<file path="config.mk">
export PLATFORM = sky130hd
export DESIGN_NAME = timer_deadline_queue
export DESIGN_NICKNAME = d
export VERILOG_FILES = /design/src/hw/rtl/tdq_pkg.sv /design/src/hw/rtl/tdq_slot_ram.sv /design/src/hw/rtl/timer_deadline_queue.sv
export SDC_FILE = /design/constraint.sdc
export NUM_CORES = 2
export LEC_CHECK = 0
export BUFFER_PORTS_ARGS = -buffer_cell sky130_fd_sc_hd__clkbuf_2
export CAP_MARGIN = 5
export CORE_MARGIN = 2
export CORE_UTILIZATION = 35
export CTS_CLUSTER_DIAMETER = 200
export DETAILED_ROUTE_END_ITERATION = 10
export PLACE_DENSITY = 0.51
export RECOVER_POWER = 100
export SLEW_MARGIN = 20
export SYNTH_ARGS = -nofsm -noshare
export SYNTH_HDL_FRONTEND = slang
export SYNTH_SLANG_ARGS = --single-unit
</file>
<file path="constraint.sdc">
create_clock -name clk -period 10.49 [get_ports clk]
set_input_delay 0.5245 -clock clk [delete_from_list [all_inputs] [get_ports clk]]
set_output_delay 0.5245 -clock clk [all_outputs]
set_load 0.05 [all_outputs]
</file>
<file path="src/hw/rtl/tdq_pkg.sv">
// Package for the timer deadline queue: action, result and state codes and beat types.
// No dependencies.
package tdq_pkg;

  typedef enum logic [1:0] {
    ACT_TICK  = 2'd0,
    ACT_START = 2'd1,
    ACT_STOP  = 2'd2,
    ACT_NONE  = 2'd3
  } action_t;

  typedef enum logic [1:0] {
    KIND_START_ACK = 2'd0,
    KIND_STOP_ACK  = 2'd1,
    KIND_FIRED     = 2'd2
  } kind_t;

  typedef struct packed {
    logic [1:0]  action;
    logic [3:0]  slot;
    logic [30:0] interval;
    logic [15:0] repeat_count;
    logic        forever_req;
  } cmd_t;

  typedef struct packed {
    logic [1:0] kind;
    logic [3:0] slot_out;
    logic       status;
    logic       last;
  } result_t;

  typedef enum logic [2:0] {
    ST_IDLE,
    ST_SCAN,
    ST_SCAN_WAIT,
    ST_FIRE,
    ST_FIRE_WAIT,
    ST_DONE
  } state_t;

endpackage

</file>
<file path="src/hw/rtl/tdq_slot_ram.sv">
// Slot memory of the timer deadline queue: one entry per timer slot.
// Depends on nothing but its parameters.
module tdq_slot_ram #(
  parameter int DEPTH = 16,
  parameter int WIDTH = 80
) (
  input  logic                     clk,
  input  logic                     we,
  input  logic [$clog2(DEPTH)-1:0] waddr,
  input  logic [WIDTH-1:0]         wdata,
  input  logic [$clog2(DEPTH)-1:0] raddr,
  output logic [WIDTH-1:0]         rdata
);

  logic [WIDTH-1:0] mem [DEPTH];

  always_ff @(posedge clk) begin
    if (we) begin
      mem[waddr] <= wdata;
    end
    rdata <= mem[raddr];
  end

endmodule

</file>
<file path="src/hw/rtl/timer_deadline_queue.sv">
// Top level of the timer deadline queue: command decode, due scan and firing.
// Depends on tdq_pkg and tdq_slot_ram.
// Start and stop go through ST_DONE, which registers their beat onto the result ports.
// A tick scans every slot through the memory read port, in states SCAN and SCAN_WAIT, and each fired
// slot adds the states FIRE and FIRE_WAIT and a further scan of all slots.
// Results cannot be stalled. Reset clears time, sequence and armed flags.
module timer_deadline_queue #(
  parameter int NUM_TIMERS = 16,
  parameter int TIME_BITS  = 32
) (
  input  logic             clk,
  input  logic             rst,
  input  logic             start,
  output logic             busy,
  input  tdq_pkg::cmd_t    cmd,
  output logic             strobe,
  output tdq_pkg::result_t result
);

  localparam int AW = $clog2(NUM_TIMERS);
  localparam int EW = TIME_BITS + 31 + 16 + 1 + 32;
  localparam logic [TIME_BITS-1:0] HALF = {1'b1, {(TIME_BITS-1){1'b0}}};

  typedef struct packed {
    logic [TIME_BITS-1:0] deadline;
    logic [30:0]          period;
    logic [15:0]          repeats;
    logic                 always_on;
    logic [31:0]          stamp;
  } entry_t;

  tdq_pkg::state_t state, state_next;
  logic [TIME_BITS-1:0] now_ms;
  logic [31:0] arm_seq;
  logic [NUM_TIMERS-1:0] armed, fired_set;
  tdq_pkg::cmd_t c;
  logic [AW-1:0] idx;
  logic found;
  logic [AW-1:0] best;
  logic [TIME_BITS-1:0] best_el;
  logic [31:0] best_age;
  logic any_fired;
  logic strobe_next;

  logic we;
  logic [AW-1:0] waddr, raddr;
  entry_t wdata, rd;
  logic [EW-1:0] rdata;

  tdq_slot_ram #(.DEPTH(NUM_TIMERS), .WIDTH(EW)) u_ram (
    .clk(clk), .we(we), .waddr(waddr), .wdata(wdata), .raddr(raddr), .rdata(rdata)
  );
  assign rd = entry_t'(rdata);

  logic [TIME_BITS-1:0] el;
  logic [31:0] age;
  logic due, better, last_idx, slot_ok;
  assign el = now_ms - rd.deadline;
  assign age = arm_seq - rd.stamp;
  assign due = armed[idx] && !fired_set[idx] && el != '0 && el < HALF;
  assign better = !found || el > best_el || (el == best_el && age > best_age);
  assign last_idx = (idx == AW'(NUM_TIMERS - 1));
  assign slot_ok = (32'(c.slot) < 32'(NUM_TIMERS));

  always_comb begin
    state_next = state;
    case (state)
      tdq_pkg::ST_IDLE: begin
        if (start) begin
          if (cmd.action == tdq_pkg::ACT_NONE) state_next = tdq_pkg::ST_IDLE;
          else if (cmd.action == tdq_pkg::ACT_TICK) state_next = tdq_pkg::ST_SCAN;
          else state_next = tdq_pkg::ST_DONE;
        end
      end
      tdq_pkg::ST_SCAN: state_next = tdq_pkg::ST_SCAN_WAIT;
      tdq_pkg::ST_SCAN_WAIT: begin
        if (last_idx) state_next = found ? tdq_pkg::ST_FIRE :
                                   (due ? tdq_pkg::ST_FIRE : tdq_pkg::ST_DONE);
        else state_next = tdq_pkg::ST_SCAN;
      end
      tdq_pkg::ST_FIRE: state_next = tdq_pkg::ST_FIRE_WAIT;
      tdq_pkg::ST_FIRE_WAIT: state_next = tdq_pkg::ST_SCAN;
      tdq_pkg::ST_DONE: state_next = tdq_pkg::ST_IDLE;
      default: state_next = tdq_pkg::ST_IDLE;
    endcase
  end

  always_comb begin
    raddr = idx;
    if (state == tdq_pkg::ST_FIRE) raddr = best;
    we = 1'b0;
    waddr = best;
    wdata = rd;
    wdata.deadline = now_ms + TIME_BITS'(rd.period);
    wdata.stamp = arm_seq;
    if (rd.repeats != 16'd0 && !rd.always_on) wdata.repeats = rd.repeats - 16'd1;
    if (state == tdq_pkg::ST_FIRE_WAIT) we = rd.always_on || rd.repeats != 16'd0;
    if (state == tdq_pkg::ST_DONE && c.action == tdq_pkg::ACT_START && slot_ok) begin
      we = 1'b1;
      waddr = AW'(c.slot);
      wdata.deadline = now_ms + TIME_BITS'(c.interval);
      wdata.period = c.interval;
      wdata.repeats = c.repeat_count;
      wdata.always_on = c.forever_req;
      wdata.stamp = arm_seq;
    end
  end

  assign strobe_next =
    (state == tdq_pkg::ST_SCAN_WAIT && last_idx && !found && !due && any_fired) ||
    (state == tdq_pkg::ST_FIRE && any_fired) ||
    (state == tdq_pkg::ST_DONE && c.action != tdq_pkg::ACT_TICK);

  assign busy = (state != tdq_pkg::ST_IDLE);

  always_ff @(posedge clk) begin
    if (rst) begin
      strobe <= 1'b0;
      state <= tdq_pkg::ST_IDLE;
      now_ms <= '0;
      arm_seq <= '0;
      armed <= '0;
    end else begin
      strobe <= strobe_next;
      state <= state_next;
      case (state)
        tdq_pkg::ST_IDLE: begin
          c <= cmd;
          idx <= '0;
          found <= 1'b0;
          fired_set <= '0;
          any_fired <= 1'b0;
          if (start && cmd.action == tdq_pkg::ACT_TICK) now_ms <= now_ms + 1'b1;
        end
        tdq_pkg::ST_SCAN_WAIT: begin
          if (due && better) begin
            found <= 1'b1;
            best <= idx;
            best_el <= el;
            best_age <= age;
          end
          idx <= last_idx ? '0 : idx + 1'b1;
          if (last_idx && !found && !due && any_fired) begin
            result.last <= 1'b1;
          end
        end
        tdq_pkg::ST_FIRE_WAIT: begin
          fired_set[best] <= 1'b1;
          found <= 1'b0;
          any_fired <= 1'b1;
          if (rd.always_on || rd.repeats != 16'd0) arm_seq <= arm_seq + 1'b1;
          else armed[best] <= 1'b0;
          result.kind <= tdq_pkg::KIND_FIRED;
          result.slot_out <= 4'(best);
          result.status <= 1'b0;
          result.last <= 1'b0;
        end
        tdq_pkg::ST_DONE: begin
          if (c.action != tdq_pkg::ACT_TICK) begin
            result.slot_out <= c.slot;
            result.last <= 1'b1;
            if (c.action == tdq_pkg::ACT_START) begin
              result.kind <= tdq_pkg::KIND_START_ACK;
              result.status <= 1'b0;
              if (slot_ok) begin
                armed[AW'(c.slot)] <= 1'b1;
                arm_seq <= arm_seq + 1'b1;
              end
            end else begin
              result.kind <= tdq_pkg::KIND_STOP_ACK;
              result.status <= !(slot_ok && armed[AW'(c.slot)]);
              if (slot_ok) armed[AW'(c.slot)] <= 1'b0;
            end
          end
        end
        default: ;
      endcase
    end
  end

endmodule

</file>
==> results.cfg <==
[outcome]
run_status = finished with violations
violations = max-capacitance violations, max-slew violations

[detailed_routing]
vias_per_cell = 5.247
drtIter0Drc = 3938
totalWireLength_um = 220300
vias = 46150
first_pass_iters = 5
wl_per_cell_um = 25.05
route.detailed.drc = 0
ant_nets = 0

[yosys]
yosysSeqAreaShare = 0.7157
syn-instance-count = 5062
synth_commonest_cells = edfxtp_1, nand2_1, mux4_2
synth.most_common_cell = edfxtp_1
syn-cell-area_mm2 = 0.08705
async_reset_ff_frac = 0
synth_flop_cell = edfxtp_1
synth_top_cell_area_share = 0.6706
yosysTopAreaCell = edfxtp_1
syn_nets = 5284
yosysUniqueCellTypes = 80
yosysWarningCount = 0
synth_area_per_cell_um2 = 17.20
synthTopCellsByArea = edfxtp_1, mux4_2, dfxtp_1, ha_1, nand2_1
synth-seq-cells = 2140
synth_edf_count = 1944

[critical_path]
end_kind = register
cp.required_ns = 10.87
slowest_stage = clkbuf_1
path_depth = 7
path_buf_inv = 2
worstReg2RegStart = c[53]$_DFFE_PP_
path_max_fanout = 35
cp-start-kind = register
crit_family = simple AND/OR/NAND/NOR gates
cp.arrival_ns = 8.96
critical_path_class = register to register
slowest_delay_ns = 2.35
crit_path_start = c[53]$_DFFE_PP_
r2r_cells = 7
crit_chain = nor2b_1 > and3_1 > clkbuf_1 > and2_0 > nor2_1 > nor2_1 > clkbuf_1

[sta]
hold_violations = 0
skew_ns = 0.04354
setup_tns_ns = 0
setup_violations = 0
slew_viol_final = 1521
worstMarginPinSlew_ns = 4.482
relSlewSlack = -1.988
timing.hold.ws_ns = 0.1183
min_period_over_period = 0.8180
rsz0062_at_grt = false
fin_crit_ns = 8.581
fmax_ghz = 0.1165

[die]
dieArea_mm2 = 0.2527
core.rowCount = 183
die_height_um = 502.7
core_area_mm2 = 0.2480
pin_count = 67
start_util = 0.3510
die_width_um = 502.7

[min_path]
hold_path.class = primary input to register
worstHoldStart = rst
min_path_cells = 2

[grt]
grt_overflow_total = 0
antenna_found_initial = 7
grt_start_max_net_pins = 120
grtUsageTotal = 0.1731
first_global_vias = 47120
grt_pass1_wl_um = 323100

[clock_tree]
cts.clk_slew.worst_paths_ns = 0.07
cts_sinks = 2140
clk_latency_ns = 0.86
numCtsBuffers = 214
cts_root_buf = clkbuf_16
cts.htree.levels = 4
cts_tree = yes
clock_path_buffers = 3
postCtsResizedCells = 0

[placed_design]
globalplace.congestion = 0.7990
hpwl_um = 116200
postPlaceCellArea_mm2 = 0.09178
placed_cells = 8331
io_buffers = 66

[power]
vdd_drop_max_mv = 0.1787
leakage_nw = 33.06
powerDensity_mw_per_mm2 = 201.2

[finish]
fin_util = 0.3996
fin_nets = 5493
drive_above_1_share = 0.1668
instances_no_fill = 8795
syn_to_final_growth_pct = 13.82
final_area_mm2 = 0.09908

[job]
maxCapViolations = 47
-- logic make-up (layout without fill, tap and decap cells) --
kind of cell    after synthesis  in the layout  synth area share
flops                      2140           2140            0.7157
simple gates               1083           1083           0.05796
compound gates              648            648           0.04899
mux                         462            462            0.1184
buf+inv                     408            809           0.01928
fa+ha+maj                   166            166           0.02409
xor+xnor                    155            155           0.01560
other cells                   0              2                 0
-- layout by cell type (no fill, tap or decap), drive strengths merged, types with 16 or more instances in the layout --
cell,count
nand2b,30
mux4,454
a211oi,124
ha,162
nor4,16
edfxtp,1944
a31oi,122
nor3,44
xor2,70
and2,129
xnor2,85
inv,189
buf,36
bufinv,21
nor2,209
o21ai,103
nand2,457
dfxtp,196
nor2b,21
and3,43
dlygate4sd3,54
a21oi,129
nand4,33
clkbuf,430
nand3,59
o21a,22
clkinv,71
a21o,60
-- routing by layer --
layer	routed length, µm	track usage
met5	13	0
met4	4189	0.03979
met3	9742	0.02366
met2	105600	0.2834
met1	100700	0.2451
-- through the flow --
step	power, mW	worst slack [ns]
after floorplan	11.51	2.540
after global placement	12.24	3.132
after detailed placement	12.27	3.098
after CTS	20.16	3.066
after global routing	20.68	1.288
final	19.94	1.909
-- worst paths after layout --
| path | to | slack, ns |
|---|---|---|
| max | u_ram.mem[5][105]$_DFFE_PP_ | 1.91 |
| max reg2reg | u_ram.mem[5][105]$_DFFE_PP_ | 1.91 |
| min | arm_seq[5]$_SDFFE_PP0P_ | 0.12 |
| min reg2reg | register | 0.50 |
-- power breakdown --
| group | switching, mW | internal [mW] |
|---|---|---|
| clock network | 3.34 | 4.53 |
| logic | 1.39 | 0.782 |
| registers | 0.0952 | 9.80 |
| total | 4.83 | 15.1 |
-- worst reg2reg max path, stage by stage (launching register included) --
cell and delay, ns:
edfxtp_1 0.40, nor2b_1 0.35, and3_1 0.82, clkbuf_1 1.29, and2_0 0.42, nor2_1 0.21, nor2_1 2.16, clkbuf_1 2.35
-- layout make-up --
cell class | instances | area (µm²)
timing repair buffer | 222 | 1548
antenna | 2 | 5.005
fill | 22560 | 148900
tap | 3330 | 4167
sequential | 2140 | 62300
clock buffer | 298 | 6001
clock inverter | 110 | 1247
inverter | 179 | 671.9
multi-input combinational | 2514 | 23140
-- state kept, by name (all words and copies together), names as in the netlist, named ones only --
signal and count:
fired_set 16, result 8, u_ram.mem 1792, any_fired 1, best_age 32, found 1
best 4, arm_seq 32, u_ram.rdata 112, now_ms 32, state 3, idx 4
best_el 32, c 54, strobe 1
-- timing repair --
item | 4_1_cts | 5_1_grt
setup buffers | 0 | 0
hold endpoints to repair | 54 | 0
setup endpoints to repair | 0 | 0
hold buffers | 54 | 0
Power figures use the tool's default switching activity.
